## src/sv/vela_pkg.sv

```systemverilog
// shared types and constants for the voxel eikonal loss accumulator
`timescale 1ns / 1ps
`default_nettype none
package vela_pkg;

  localparam int CornerW  = 16;
  localparam int SizeW    = 16;
  localparam int LevelW   = 4;
  localparam int WeightW  = 16;
  localparam int LossW    = 32;
  localparam int CountW   = 20;
  localparam int SumW     = 56;
  localparam int RadW     = 64;
  localparam int QuoW     = 56;
  localparam int StepW    = 6;
  localparam int MulW     = 26;
  localparam int CfgIdxW  = 2;

  localparam int MaxVoxelsDefault = 1048575;
  localparam int CountFieldMax    = 1048575;

  localparam logic [CfgIdxW-1:0] REG_LOSS_WEIGHT  = 2'd0;
  localparam logic [CfgIdxW-1:0] REG_DEPTH_MARGIN = 2'd1;
  localparam logic [CfgIdxW-1:0] REG_BASE_LEVEL   = 2'd2;

  localparam logic [StepW-1:0] ROOT_STEPS = 6'd32;
  localparam logic [StepW-1:0] NORM_STEPS = 6'd33;
  localparam logic [StepW-1:0] MEAN_STEPS = 6'd56;

  typedef enum logic [1:0] {
    OP_SQRT = 2'b01,
    OP_DIV  = 2'b10
  } unit_op_t;

  typedef struct packed {
    logic              start;
    unit_op_t          op;
    logic [RadW-1:0]   rad;
    logic [CountW-1:0] divisor;
    logic [StepW-1:0]  steps;
  } unit_cmd_t;

  typedef struct packed {
    logic            busy;
    logic            done;
    logic [QuoW-1:0] quo;
  } unit_sts_t;

endpackage
`default_nettype wire

```

## src/sv/vela_mul.sv

```systemverilog
// registered unsigned multiplier shared by the sequencer
`timescale 1ns / 1ps
`default_nettype none
module vela_mul
  import vela_pkg::*;
(
  input  wire logic                 clk,
  input  wire logic [MulW-1:0]      a,
  input  wire logic [MulW-1:0]      b,
  output logic      [2*MulW-1:0]    p
);

  always_ff @(posedge clk) begin
    p <= a * b;
  end

endmodule
`default_nettype wire

```

## src/sv/vela_shsub.sv

```systemverilog
// shared shift and subtract unit for square root and division
`timescale 1ns / 1ps
`default_nettype none
module vela_shsub
  import vela_pkg::*;
(
  input  wire logic      clk,
  input  wire logic      rst,
  input  wire unit_cmd_t cmd,
  output unit_sts_t      sts
);

  logic [RadW-1:0]   rad;
  logic [33:0]       rem;
  logic [QuoW-1:0]   q;
  logic [CountW-1:0] dv;
  logic [StepW-1:0]  cnt;
  unit_op_t          op;
  logic              busy;
  logic              done;

  logic [33:0] rem_sh;
  logic [33:0] sub;
  logic [34:0] diff;
  logic        ge;

  always_comb begin
    if (op == OP_SQRT) begin
      rem_sh = {rem[31:0], rad[RadW-1 -: 2]};
      sub    = {q[31:0], 2'b01};
    end else begin
      rem_sh = {rem[32:0], rad[RadW-1]};
      sub    = {14'd0, dv};
    end
    diff = {1'b0, rem_sh} - {1'b0, sub};
    ge   = !diff[34];
  end

  always_ff @(posedge clk) begin
    if (rst) begin
      busy <= 1'b0;
      done <= 1'b0;
    end else begin
      done <= 1'b0;
      if (cmd.start) begin
        busy <= 1'b1;
      end else if (busy && cnt == StepW'(1)) begin
        busy <= 1'b0;
        done <= 1'b1;
      end
    end
  end

  always_ff @(posedge clk) begin
    if (cmd.start) begin
      rad <= cmd.rad;
      dv  <= cmd.divisor;
      op  <= cmd.op;
      cnt <= cmd.steps;
      rem <= '0;
      q   <= '0;
    end else if (busy) begin
      cnt <= cnt - StepW'(1);
      rad <= (op == OP_SQRT) ? {rad[RadW-3:0], 2'b00} : {rad[RadW-2:0], 1'b0};
      rem <= ge ? diff[33:0] : rem_sh;
      q   <= {q[QuoW-2:0], ge};
    end
  end

  assign sts.busy = busy;
  assign sts.done = done;
  assign sts.quo  = q;

`ifndef SYNTHESIS
  a_start_idle: assert property (@(posedge clk) disable iff (rst) cmd.start |-> !busy)
    else $error("unit started while busy");
  a_done_after_busy: assert property (@(posedge clk) disable iff (rst) done |-> $past(busy))
    else $error("unit done without work");
  a_not_both: assert property (@(posedge clk) disable iff (rst) !(busy && done))
    else $error("unit busy and done together");
`endif

endmodule
`default_nettype wire

```

## src/sv/voxel_eikonal_loss_accumulator.sv

```systemverilog
// top level: eikonal loss accumulator over a stream of octree voxels
//
// one voxel per input item on the s_ group; the item with s_tlast high
// closes a batch and yields one result item on the m_ group, holding the
// weighted mean loss and the number of voxels that counted.
// an item is taken only while the block is idle; a counted voxel passes
// through a 32 step square root and a 33 step division in the shared
// shift and subtract unit, plus squaring through the shared multiplier,
// before the next ready; a voxel that does not count goes back to idle
// without using either unit.
// on a last item the result follows a 56 step mean division and two
// weight products; the products are skipped when the mean saturates, and
// both when nothing counted or the weight is 0.
// the result stays on m_tdata with m_tvalid high until m_tready is seen;
// no new item is taken meanwhile, and the accumulators are cleared as the
// result is formed. configuration is written through cfg_we, cfg_index and
// cfg_data while the block is idle. synchronous reset clears registers,
// accumulators and the sequencer; s_tready is low during reset and high
// in the first cycle after it.
`timescale 1ns / 1ps
`default_nettype none
module voxel_eikonal_loss_accumulator
  import vela_pkg::*;
#(
  parameter int MAX_VOXELS = MaxVoxelsDefault
) (
  input  wire logic                clk,
  input  wire logic                rst,
  input  wire logic                cfg_we,
  input  wire logic [CfgIdxW-1:0]  cfg_index,
  input  wire logic [WeightW-1:0]  cfg_data,
  input  wire logic                s_tvalid,
  output logic                     s_tready,
  input  wire logic [151:0]        s_tdata,   // corner_0..corner_7, voxel_size, level, pad
  input  wire logic                s_tuser,   // leaf
  input  wire logic                s_tlast,
  output logic                     m_tvalid,
  input  wire logic                m_tready,
  output logic [55:0]              m_tdata    // loss, used_count, pad
);

  localparam int CapInt = (MAX_VOXELS > CountFieldMax) ? CountFieldMax : MAX_VOXELS;
  localparam logic [CountW-1:0] CNT_CAP = CountW'(CapInt);

  typedef enum logic [14:0] {
    S_IDLE = 15'b000000000000001,
    S_GRAD = 15'b000000000000010,
    S_SQX  = 15'b000000000000100,
    S_SQY  = 15'b000000000001000,
    S_SQZ  = 15'b000000000010000,
    S_SQE  = 15'b000000000100000,
    S_ROOT = 15'b000000001000000,
    S_NORM = 15'b000000010000000,
    S_ERR  = 15'b000000100000000,
    S_ACC  = 15'b000001000000000,
    S_FIN  = 15'b000010000000000,
    S_MEAN = 15'b000100000000000,
    S_WLO  = 15'b001000000000000,
    S_WHI  = 15'b010000000000000,
    S_OUT  = 15'b100000000000000
  } state_t;

  state_t state, state_next;

  logic [WeightW-1:0] loss_weight;
  logic [LevelW-1:0]  depth_margin;
  logic [LevelW-1:0]  base_level;

  logic signed [CornerW-1:0] corner [8];
  logic [SizeW-1:0]   size;
  logic               counted;
  logic               last;
  logic [17:0]        ax, ay, az;
  logic [37:0]        sq;
  logic [MulW-1:0]    mag;
  logic [47:0]        mean;
  logic [39:0]        lo;
  logic [SumW-1:0]    error_sum;
  logic [CountW-1:0]  voxel_count;
  logic [LossW-1:0]   loss;
  logic [CountW-1:0]  used_count;

  unit_cmd_t        cmd;
  unit_sts_t        sts;
  logic [MulW-1:0]  mul_a, mul_b;
  logic [2*MulW-1:0] p;

  logic               accept;
  logic [LevelW:0]    level_min;
  logic signed [18:0] dx, dy, dz;
  logic [37:0]        sq_sum;
  logic [32:0]        n;
  logic [32:0]        n_dev;
  logic [35:0]        err;
  logic [SumW:0]      sum_wide;
  logic [63:0]        total;
  logic               fin_zero;

  // weight product lands in the cycle after the high half is issued
  logic               wend;
  logic [LossW-1:0]   loss_scaled;
  logic [LossW-1:0]   loss_shown;

  vela_shsub u_shsub (
    .clk (clk),
    .rst (rst),
    .cmd (cmd),
    .sts (sts)
  );

  vela_mul u_mul (
    .clk (clk),
    .a   (mul_a),
    .b   (mul_b),
    .p   (p)
  );

  assign accept    = s_tvalid && s_tready;
  assign s_tready  = (state == S_IDLE) && !rst;
  assign m_tvalid  = (state == S_OUT);
  assign m_tdata   = {4'd0, used_count, loss_shown};
  assign level_min = {1'b0, base_level} + {1'b0, depth_margin};
  assign fin_zero  = (voxel_count == '0) || (loss_weight == '0);

  always_comb begin
    dx = (19'(corner[4]) + 19'(corner[5]) + 19'(corner[6]) + 19'(corner[7]))
       - (19'(corner[0]) + 19'(corner[1]) + 19'(corner[2]) + 19'(corner[3]));
    dy = (19'(corner[2]) + 19'(corner[3]) + 19'(corner[6]) + 19'(corner[7]))
       - (19'(corner[0]) + 19'(corner[1]) + 19'(corner[4]) + 19'(corner[5]));
    dz = (19'(corner[1]) + 19'(corner[3]) + 19'(corner[5]) + 19'(corner[7]))
       - (19'(corner[0]) + 19'(corner[2]) + 19'(corner[4]) + 19'(corner[6]));
    sq_sum   = sq + p[37:0];
    n        = sts.quo[32:0];
    n_dev    = (n >= 33'd65536) ? (n - 33'd65536) : (33'd65536 - n);
    err      = p[51:16];
    sum_wide = {1'b0, error_sum} + (SumW+1)'(err);
    total    = {p[39:0], 24'd0} + 64'(lo);
  end

  // multiplier operands
  always_comb begin
    mul_a = '0;
    mul_b = '0;
    case (state)
      S_SQX: begin
        mul_a = MulW'(ax);
        mul_b = MulW'(ax);
      end
      S_SQY: begin
        mul_a = MulW'(ay);
        mul_b = MulW'(ay);
      end
      S_SQZ: begin
        mul_a = MulW'(az);
        mul_b = MulW'(az);
      end
      S_ERR: begin
        mul_a = mag;
        mul_b = mag;
      end
      S_WLO: begin
        mul_a = MulW'(mean[23:0]);
        mul_b = MulW'(loss_weight);
      end
      S_WHI: begin
        mul_a = MulW'(mean[47:24]);
        mul_b = MulW'(loss_weight);
      end
      default: begin
        mul_a = '0;
        mul_b = '0;
      end
    endcase
  end

  // shared unit commands
  always_comb begin
    cmd.start   = 1'b0;
    cmd.op      = OP_SQRT;
    cmd.rad     = '0;
    cmd.divisor = '0;
    cmd.steps   = ROOT_STEPS;
    case (state)
      S_SQE: begin
        cmd.start = 1'b1;
        cmd.op    = OP_SQRT;
        cmd.rad   = {2'b00, sq_sum, 24'd0};
        cmd.steps = ROOT_STEPS;
      end
      S_ROOT: begin
        cmd.start   = sts.done;
        cmd.op      = OP_DIV;
        cmd.rad     = {sts.quo[30:0], 2'b00, 31'd0};
        cmd.divisor = CountW'(size);
        cmd.steps   = NORM_STEPS;
      end
      S_FIN: begin
        cmd.start   = last && !fin_zero;
        cmd.op      = OP_DIV;
        cmd.rad     = {error_sum, 8'd0};
        cmd.divisor = voxel_count;
        cmd.steps   = MEAN_STEPS;
      end
      default: cmd.start = 1'b0;
    endcase
  end

  always_comb begin
    state_next = state;
    case (state)
      S_IDLE: if (accept) state_next = S_GRAD;
      S_GRAD: state_next = counted ? S_SQX : S_FIN;
      S_SQX:  state_next = S_SQY;
      S_SQY:  state_next = S_SQZ;
      S_SQZ:  state_next = S_SQE;
      S_SQE:  state_next = S_ROOT;
      S_ROOT: if (sts.done) state_next = S_NORM;
      S_NORM: if (sts.done) state_next = S_ERR;
      S_ERR:  state_next = S_ACC;
      S_ACC:  state_next = S_FIN;
      S_FIN: begin
        if (!last) begin
          state_next = S_IDLE;
        end else if (fin_zero) begin
          state_next = S_OUT;
        end else begin
          state_next = S_MEAN;
        end
      end
      S_MEAN: begin
        if (sts.done) begin
          state_next = (sts.quo[55:48] != '0) ? S_OUT : S_WLO;
        end
      end
      S_WLO:  state_next = S_WHI;
      S_WHI:  state_next = S_OUT;
      S_OUT:  if (m_tready) state_next = S_IDLE;
      default: state_next = S_IDLE;
    endcase
  end

  // control state, configuration and accumulators
  always_ff @(posedge clk) begin
    if (rst) begin
      state        <= S_IDLE;
      loss_weight  <= '0;
      depth_margin <= '0;
      base_level   <= '0;
      error_sum    <= '0;
      voxel_count  <= '0;
    end else begin
      state <= state_next;
      if (cfg_we) begin
        case (cfg_index)
          REG_LOSS_WEIGHT:  loss_weight  <= cfg_data;
          REG_DEPTH_MARGIN: depth_margin <= cfg_data[LevelW-1:0];
          REG_BASE_LEVEL:   base_level   <= cfg_data[LevelW-1:0];
          default: ;
        endcase
      end
      if (state == S_ACC) begin
        error_sum   <= sum_wide[SumW] ? {SumW{1'b1}} : sum_wide[SumW-1:0];
        voxel_count <= voxel_count + CountW'(1);
      end
      if (state_next == S_OUT && state != S_OUT) begin
        error_sum   <= '0;
        voxel_count <= '0;
      end
    end
  end

  // datapath registers
  always_ff @(posedge clk) begin
    case (state)
      S_IDLE: begin
        if (accept) begin
          for (int i = 0; i < 8; i++) begin
            corner[i] <= s_tdata[i*CornerW +: CornerW];
          end
          size    <= (s_tdata[143:128] == '0) ? SizeW'(1) : s_tdata[143:128];
          last    <= s_tlast;
          counted <= s_tuser && ({1'b0, s_tdata[147:144]} >= level_min)
                     && (voxel_count < CNT_CAP);
        end
      end
      S_GRAD: begin
        ax <= dx[18] ? 18'(-dx) : 18'(dx);
        ay <= dy[18] ? 18'(-dy) : 18'(dy);
        az <= dz[18] ? 18'(-dz) : 18'(dz);
      end
      S_SQY: sq <= p[37:0];
      S_SQZ: sq <= sq_sum;
      S_NORM: begin
        if (sts.done) begin
          mag <= (n_dev > 33'h3FFFFFF) ? {MulW{1'b1}} : n_dev[MulW-1:0];
        end
      end
      S_FIN: begin
        if (last && fin_zero) begin
          loss       <= '0;
          used_count <= voxel_count;
        end
      end
      S_MEAN: begin
        if (sts.done) begin
          mean       <= sts.quo[47:0];
          loss       <= {LossW{1'b1}};
          used_count <= voxel_count;
        end
      end
      S_WHI: lo <= p[39:0];
      default: ;
    endcase
    if (wend) begin
      loss <= loss_scaled;
    end
  end

  always_ff @(posedge clk) begin
    if (rst) begin
      wend <= 1'b0;
    end else begin
      wend <= (state == S_WHI);
    end
  end

  assign loss_scaled = (total[63:40] != '0) ? {LossW{1'b1}} : total[39:8];
  assign loss_shown  = wend ? loss_scaled : loss;

`ifndef SYNTHESIS
  a_one_side: assert property (@(posedge clk) disable iff (rst) !(s_tready && m_tvalid))
    else $error("input ready while a result is shown");
  a_cleared: assert property (@(posedge clk) disable iff (rst)
    m_tvalid |-> (voxel_count == '0 && error_sum == '0))
    else $error("accumulators not cleared with the result");
  a_cap: assert property (@(posedge clk) disable iff (rst) voxel_count <= CNT_CAP)
    else $error("voxel count above its cap");
`endif

endmodule
`default_nettype wire

```

## config.mk

```make
export PLATFORM = sky130hd
export DESIGN_NAME = voxel_eikonal_loss_accumulator
export DESIGN_NICKNAME = d
export VERILOG_FILES = /design/src/sv/vela_pkg.sv /design/src/sv/vela_mul.sv /design/src/sv/vela_shsub.sv /design/src/sv/voxel_eikonal_loss_accumulator.sv
export SDC_FILE = /design/constraint.sdc
export NUM_CORES = 2
export LEC_CHECK = 0
export BUFFER_PORTS_ARGS = -buffer_cell sky130_fd_sc_hd__buf_2
export CORE_ASPECT_RATIO = 1.1
export CORE_MARGIN = 2
export CORE_UTILIZATION = 54
export CTS_BUF_LIST = sky130_fd_sc_hd__clkbuf_8
export CTS_CLUSTER_DIAMETER = 100
export DETAILED_ROUTE_END_ITERATION = 7
export GPL_TIMING_DRIVEN = 0
export PLACE_DENSITY = 0.8
export SLEW_MARGIN = 20
export SYNTH_ARGS = -nofsm -noshare
export SYNTH_HDL_FRONTEND = slang
export SYNTH_SLANG_ARGS = --single-unit
```

## constraint.sdc

```tcl
create_clock -name clk -period 20.5 [get_ports clk]
set_input_delay 4.1 -clock clk [delete_from_list [all_inputs] [get_ports clk]]
set_output_delay 4.1 -clock clk [all_outputs]
set_load 0.03 [all_outputs]
```

=== After elaboration in Yosys (flattened, before gate mapping) ===
Memory sizes are Yosys's and may differ from the RTL's.
Cells that the tools add are included.

* $add $sub $neg: 32
* $mul: 1
* $lt $le $gt $ge: 4
* Equality and inequality tests: 25
* Multiplexer cells: 45
* Reductions and logical operators: 34

{| class="wikitable"
|+ Operator list
! operator !! count
|-
| $pmux 15 s15 || 1
|-
| $pmux 66 s3 || 1
|-
| $mux 64 || 3
|-
| $mux 32 || 5
|-
| $pmux 26 s6 || 1
|-
| $pmux 26 s5 || 1
|-
| $mux 15 || 8
|-
| $add 18x16->19 || 6
|-
| $add 17x16->18 || 6
|-
| $add 16x16->17 || 5
|-
| $pmux 20 s2 || 2
|-
| $pmux 38 s2 || 1
|-
| $mux 34 || 2
|-
| $mux 33 || 2
|-
| $add 64x40->64 || 1
|-
| $pmux 32 s2 || 1
|-
| $add 56x36->57 || 1
|-
| $sub 19x19->19 || 3
|-
| $mux 56 || 1
|-
| $mux 18 || 3
|-
| $neg 18->18 || 3
|-
| $mul 26x26->52 || 1
|-
| $mux 20 || 2
|-
| $add 38x38->38 || 1
|-
| 51 further kinds || 80
|}

* Register bits after elaboration: 627
* Memory bits (writable): 128
* Bits of input ports: 177
* Memories kept: 1

{| class="wikitable"
|+ Memory list
! memory !! depth !! width !! rd ports !! clocked after memory_dff !! write ports !! RTL line !! text
|-
| corner || 8 || 16 || 8 || 0 || 8 || voxel_eikonal_loss_accumulator.sv:69 || <nowiki>logic signed [CornerW-1:0] corner [8];</nowiki>
|}

=== Logic depth before layout (Yosys ltp) ===
* Depth in word-level cells: 8
* Mapped depth: 36
* Depth with buffers taken out: 33

=== By module ===
From an unflattened synthesis, not the netlist that was laid out.

* Cells, all modules: 7070
* Area total of the unflattened synthesis: 69643.0 um^2

{| class="wikitable"
|+ Modules (own cells, without submodules)
! module !! times used !! cells each !! area an instance (um^2) !! seq. area each (um^2)
|-
| voxel_eikonal_loss_accumulator || 1 || 3432 || 36301.1 || 14213.6
|-
| vela_mul || 1 || 2535 || 23182.2 || 1041.0
|-
| vela_shsub || 1 || 1103 || 10159.7 || 4584.4
|}

=== Worst setup path before layout ===
Ideal clock, no wire load.

* Path kind: input to register
* Start: input rst
* End: memory corner[0][0] (enable)
* Arrival: 10.371 ns
* Data required time: 19.847 ns
* Path slack: 9.476 ns
* Cell stages on the path: 3
* Buffers on the path: 0
* Cells stage by stage: inv_1 -> nand2_1 -> nor2_1

{| class="wikitable"
|+ RTL lines
! what !! RTL line !! text
|-
| from (decl) || voxel_eikonal_loss_accumulator.sv:28 || <nowiki>input wire logic rst,</nowiki>
|-
| to (decl) || voxel_eikonal_loss_accumulator.sv:69 ||
|}

=== Worst setup path after layout ===
* Start: register state[5]
* End: register u_mul.p[49]

* Longest elaborated chain between the ends: 4
* Elaborated cells on any way between the ends: 10
* Those cells by class: mul (1); eq/ne (6); mux (2); reduce/logical (1)

{| class="wikitable"
|+ Ends and longest elaborated chain
! what !! RTL line !! text
|-
| from (decl) || voxel_eikonal_loss_accumulator.sv:63 || <nowiki>state_t state, state_next;</nowiki>
|-
| from (signal assigned) || voxel_eikonal_loss_accumulator.sv:252 || <nowiki>state <= state_next;</nowiki>
|-
| $eq 15x14->1 / $eq 15x13->1 (equally long branches) || voxel_eikonal_loss_accumulator.sv:144 || <nowiki>case (state)</nowiki>
|-
| $reduce_or 2->1 (no line) || n/a ||
|-
| $pmux 26 s5 || voxel_eikonal_loss_accumulator.sv:144 ||
|-
| $mul 26x26->52 (*) || vela_mul.sv:14 || <nowiki>p <= a * b;</nowiki>
|-
| to (signal assigned) || vela_mul.sv:14 ||
|-
| to (decl) || vela_mul.sv:10 || <nowiki>output logic [2*MulW-1:0] p</nowiki>
|}

Every way passes the cells marked *; elsewhere a longest branch is shown, timed or not.
A chain may end at the register's enable or synchronous reset.

==> impl_metrics.ini <==
[floorplan]
core_area_um2 = 125000
io_pins = 235
die_area_um2 = 129000
placementRows = 136
initial_core_util_pct = 54.4
die_w_um = 342
die_h_um = 376

[setup_path]
cpMostUsedCell = fa_1
critPathKind = flip-flop to flip-flop
cp_max_fo = 10
worstSetupStartpointType = flip-flop
slowest_delay_ns = 0.85
required_ns = 21.27
arrival_ns = 13.36
cp-end-kind = flip-flop
crit_start = state[5]
worst_path_max_delay_cell = nor3b_1
rr_startpoint = state[5]

[global_routing]
antenna_found_initial = 6
grt_start_max_net_pins = 61
grt-ovfl-total = 0
grt_use_total_pct = 33.4
grt_pass1_vias = 55100
grt_pass1_wl_mm = 324

[sta]
fin_setup_tns_ns = 0
skew_ns = 0.115
hold_viol = 0
timing.fmax_mhz = 79.5
finalCriticalPeriod_ns = 12.58
fin_ws_ns = 7.92
rsz0062_at_grt = false
report.final.slew_viol_count = 0
setup_viol = 0
period_share_pct = 61.4
max-slew-margin-rel_pct = 12.6
max_slew.worst_pin.slew_ns = 1.31
timing.hold.ws_ns = 0.387

[final_layout]
multiInputGateArea_um2 = 43500
num-fill-cells = 10600
area_growth_pct = 9.38
finish.utilization_pct = 59.5
drive_above_1_share_pct = 7.19
seqCellArea_um2 = 19600
nets = 8923

[clock_tree]
clk_pin_slew_ns = 0.07
cts-root-buf = clkbuf_8
cts_hold_buf = 0
clk_path_buf_depth = 3
htreeDepth = 3
worstSkewPairLatency_ns = 0.89
cts_tree = yes
cts_setup_buffers = 0
cts.sinks = 739
cts-resized-gates = 0
cts-buffers-inserted = 119

[synthesis]
synth_mux_area_share_pct = 2.04
syn_inst = 7102
synthFlopType = edfxtp_1
synth-simple-area-share_pct = 13.3
netlist_area_um2 = 68000
avgSynthCellArea_um2 = 9.58
yosysUniqueCellTypes = 86
synth-seq-area-share_pct = 28.8
synth_enable_flop_cells = 480
async_flop_share_pct = 0
synth_xor_xnor_area_share_pct = 4.12
synth_area_leader_cell = fa_1
yosys_warnings = 0
synth_top_family_by_area = adder cells
synth_compound_area_share_pct = 11.6
synthAdderAreaFrac_pct = 32.5
synth_seq_cells = 739
ys_top_cells_by_area = fa_1 25%, edfxtp_1 21%, dfxtp_1 7.6%
synth_top_area_share_pct = 25.0

[placement]
gp_congestion = 1.07
hpwl_mm = 173
dp_worst_setup_slack_ns = 8.36
port_buffers = 226

[power]
power_per_cell_area_nw_per_um2 = 96.7
total_power_mw = 7.20
ir_worst_vdd_mv = 0.156
leakagePower_nw = 33.3

[detailed_routing]
routed-via-count = 55200
via_per_inst = 5.96
first_pass_iters = 8
postRouteAntennaNets = 0
wire_per_inst_um = 23.3
routed_wl_mm = 216
drtIter0Drc = 5799
drc = 0

[run]
maxCapViolCount = 0

[worst_hold_path]
min_from = u_shsub.q[2]
hold_class = flip-flop to flip-flop

[run_status]
status = complete, no violations
## worst paths after layout
kind	to	slack [ns]	cells past startpoint
setup / recovery	u_mul.p[49]	7.92	34
hold / removal	mean[2]	0.39	0
setup reg to reg	u_mul.p[49]	7.92	34
hold reg to reg	mean[2]	0.39	0
## flip-flops by register name, summed over array words and instances, names as in the netlist, 20 cells and up
signal       flops
corner         128
error_sum       56
u_shsub.q       56
u_shsub.rad     56
u_mul.p         52
mean            48
sq              38
u_shsub.rem     33
lo              32
loss            32
mag             26
u_shsub.dv      20
used_count      20
voxel_count     20
## cell families (layout without fill, tap and decap cells)
kind of cell | after synthesis | count (layout)
buffers and inverters | 1371 | 1860
flip-flops | 739 | 739
AND/OR/NAND/NOR | 2053 | 2053
multiplexers | 138 | 138
AO/OA/AOI/OAI | 1221 | 1221
other | 1 | 13
adder cells (fa/ha/maj) | 1259 | 1259
XOR/XNOR | 320 | 320
## per-stage QoR
| stage | cell area, um^2 | instances |
|---|---|---|
| 6_report | 74400 | 9259 |
| 5_1_grt | 74400 | 9256 |
| 3_5_place_dp | 71900 | 9022 |
| 2_1_floorplan | 68100 | 7105 |
| 4_1_cts | 74400 | 9250 |
| 3_3_place_gp | 71300 | 8987 |
## synth_stat cells, types with 47 or more instances
master    number
a31oi_1       59
xor2_1       129
nor3_1        70
fa_1         851
ha_1         408
and3_1        50
edfxtp_1     480
mux2i_1      134
a21o_1       118
clkbuf_1     276
nand3_1       94
o21ai_0      221
nand2b_1      47
nand2_1      862
xnor2_1      191
a221oi_1      47
nand4_1       61
nor2_1       637
a21oi_1      409
dfxtp_1      259
inv_1       1050
## routing by layer
layer  track usage [%]  wire length (um)  part of all wire [%]  vias to the layer above
li1                  -                 -                     -                    24400
met3              6.88             22100                    10                      717
met2              54.1            100000                    46                     3118
met1              41.4             79000                    37                    27000
met5                 0                13                0.0060                        -
met4              19.8             14900                   6.9                        2
## layout by cell type, fill, tap and decap left out, types with 19 or more instances in the layout
cell	instances
clkinv_2	26
nand3_1	94
clkbuf_1	276
a21oi_1	403
a221o_1	29
xor2_1	129
and3_1	50
a221oi_1	31
nor2_1	636
edfxtp_1	480
o21a_1	19
o211ai_1	28
a21o_1	118
a22oi_1	41
inv_1	1078
nand2b_1	45
a211oi_1	27
clkbuf_8	133
nor4_1	34
nand4_1	61
or3_1	33
o31ai_1	27
mux2i_1	134
o21bai_1	32
nand2_1	862
a22o_1	21
buf_2	241
nor3_1	70
nor2b_1	41
xnor2_1	191
dfxtp_1	259
o21ai_0	221
buf_1	25
a31oi_1	59
ha_1	408
and2_1	29
buf_4	22
fa_1	851
## power breakdown
part	internal [mW]	leakage [nW]	total, mW	switching, mW
Combinational	1.59	25.3	3.92	2.33
Clock	0.699	1.42	1.36	0.659
Sequential	1.88	6.62	1.92	0.0391
## cell type report
type | count | area share [%]
diodes | 9 | 0.0303
plain buffers | 320 | 1.67
clock buffers | 133 | 2.46
clock inverters | 95 | 0.950
inverters | 1051 | 5.30
multi-input cells | 4995 | 58.4
flip-flops and latches | 739 | 26.3
well taps | 1656 | 2.78
repair buffers | 261 | 2.06
## worst max-delay path, delay by kind of cell (launching register included)
family / cells / cell delay (ns)
flops: 1 / 0.35
buf+inv: 8 / 2.18
simple gates: 10 / 3.21
compound gates: 8 / 2.78
fa+ha+maj: 8 / 3.93
No activity file was read; power rests on OpenSTA's default activity.
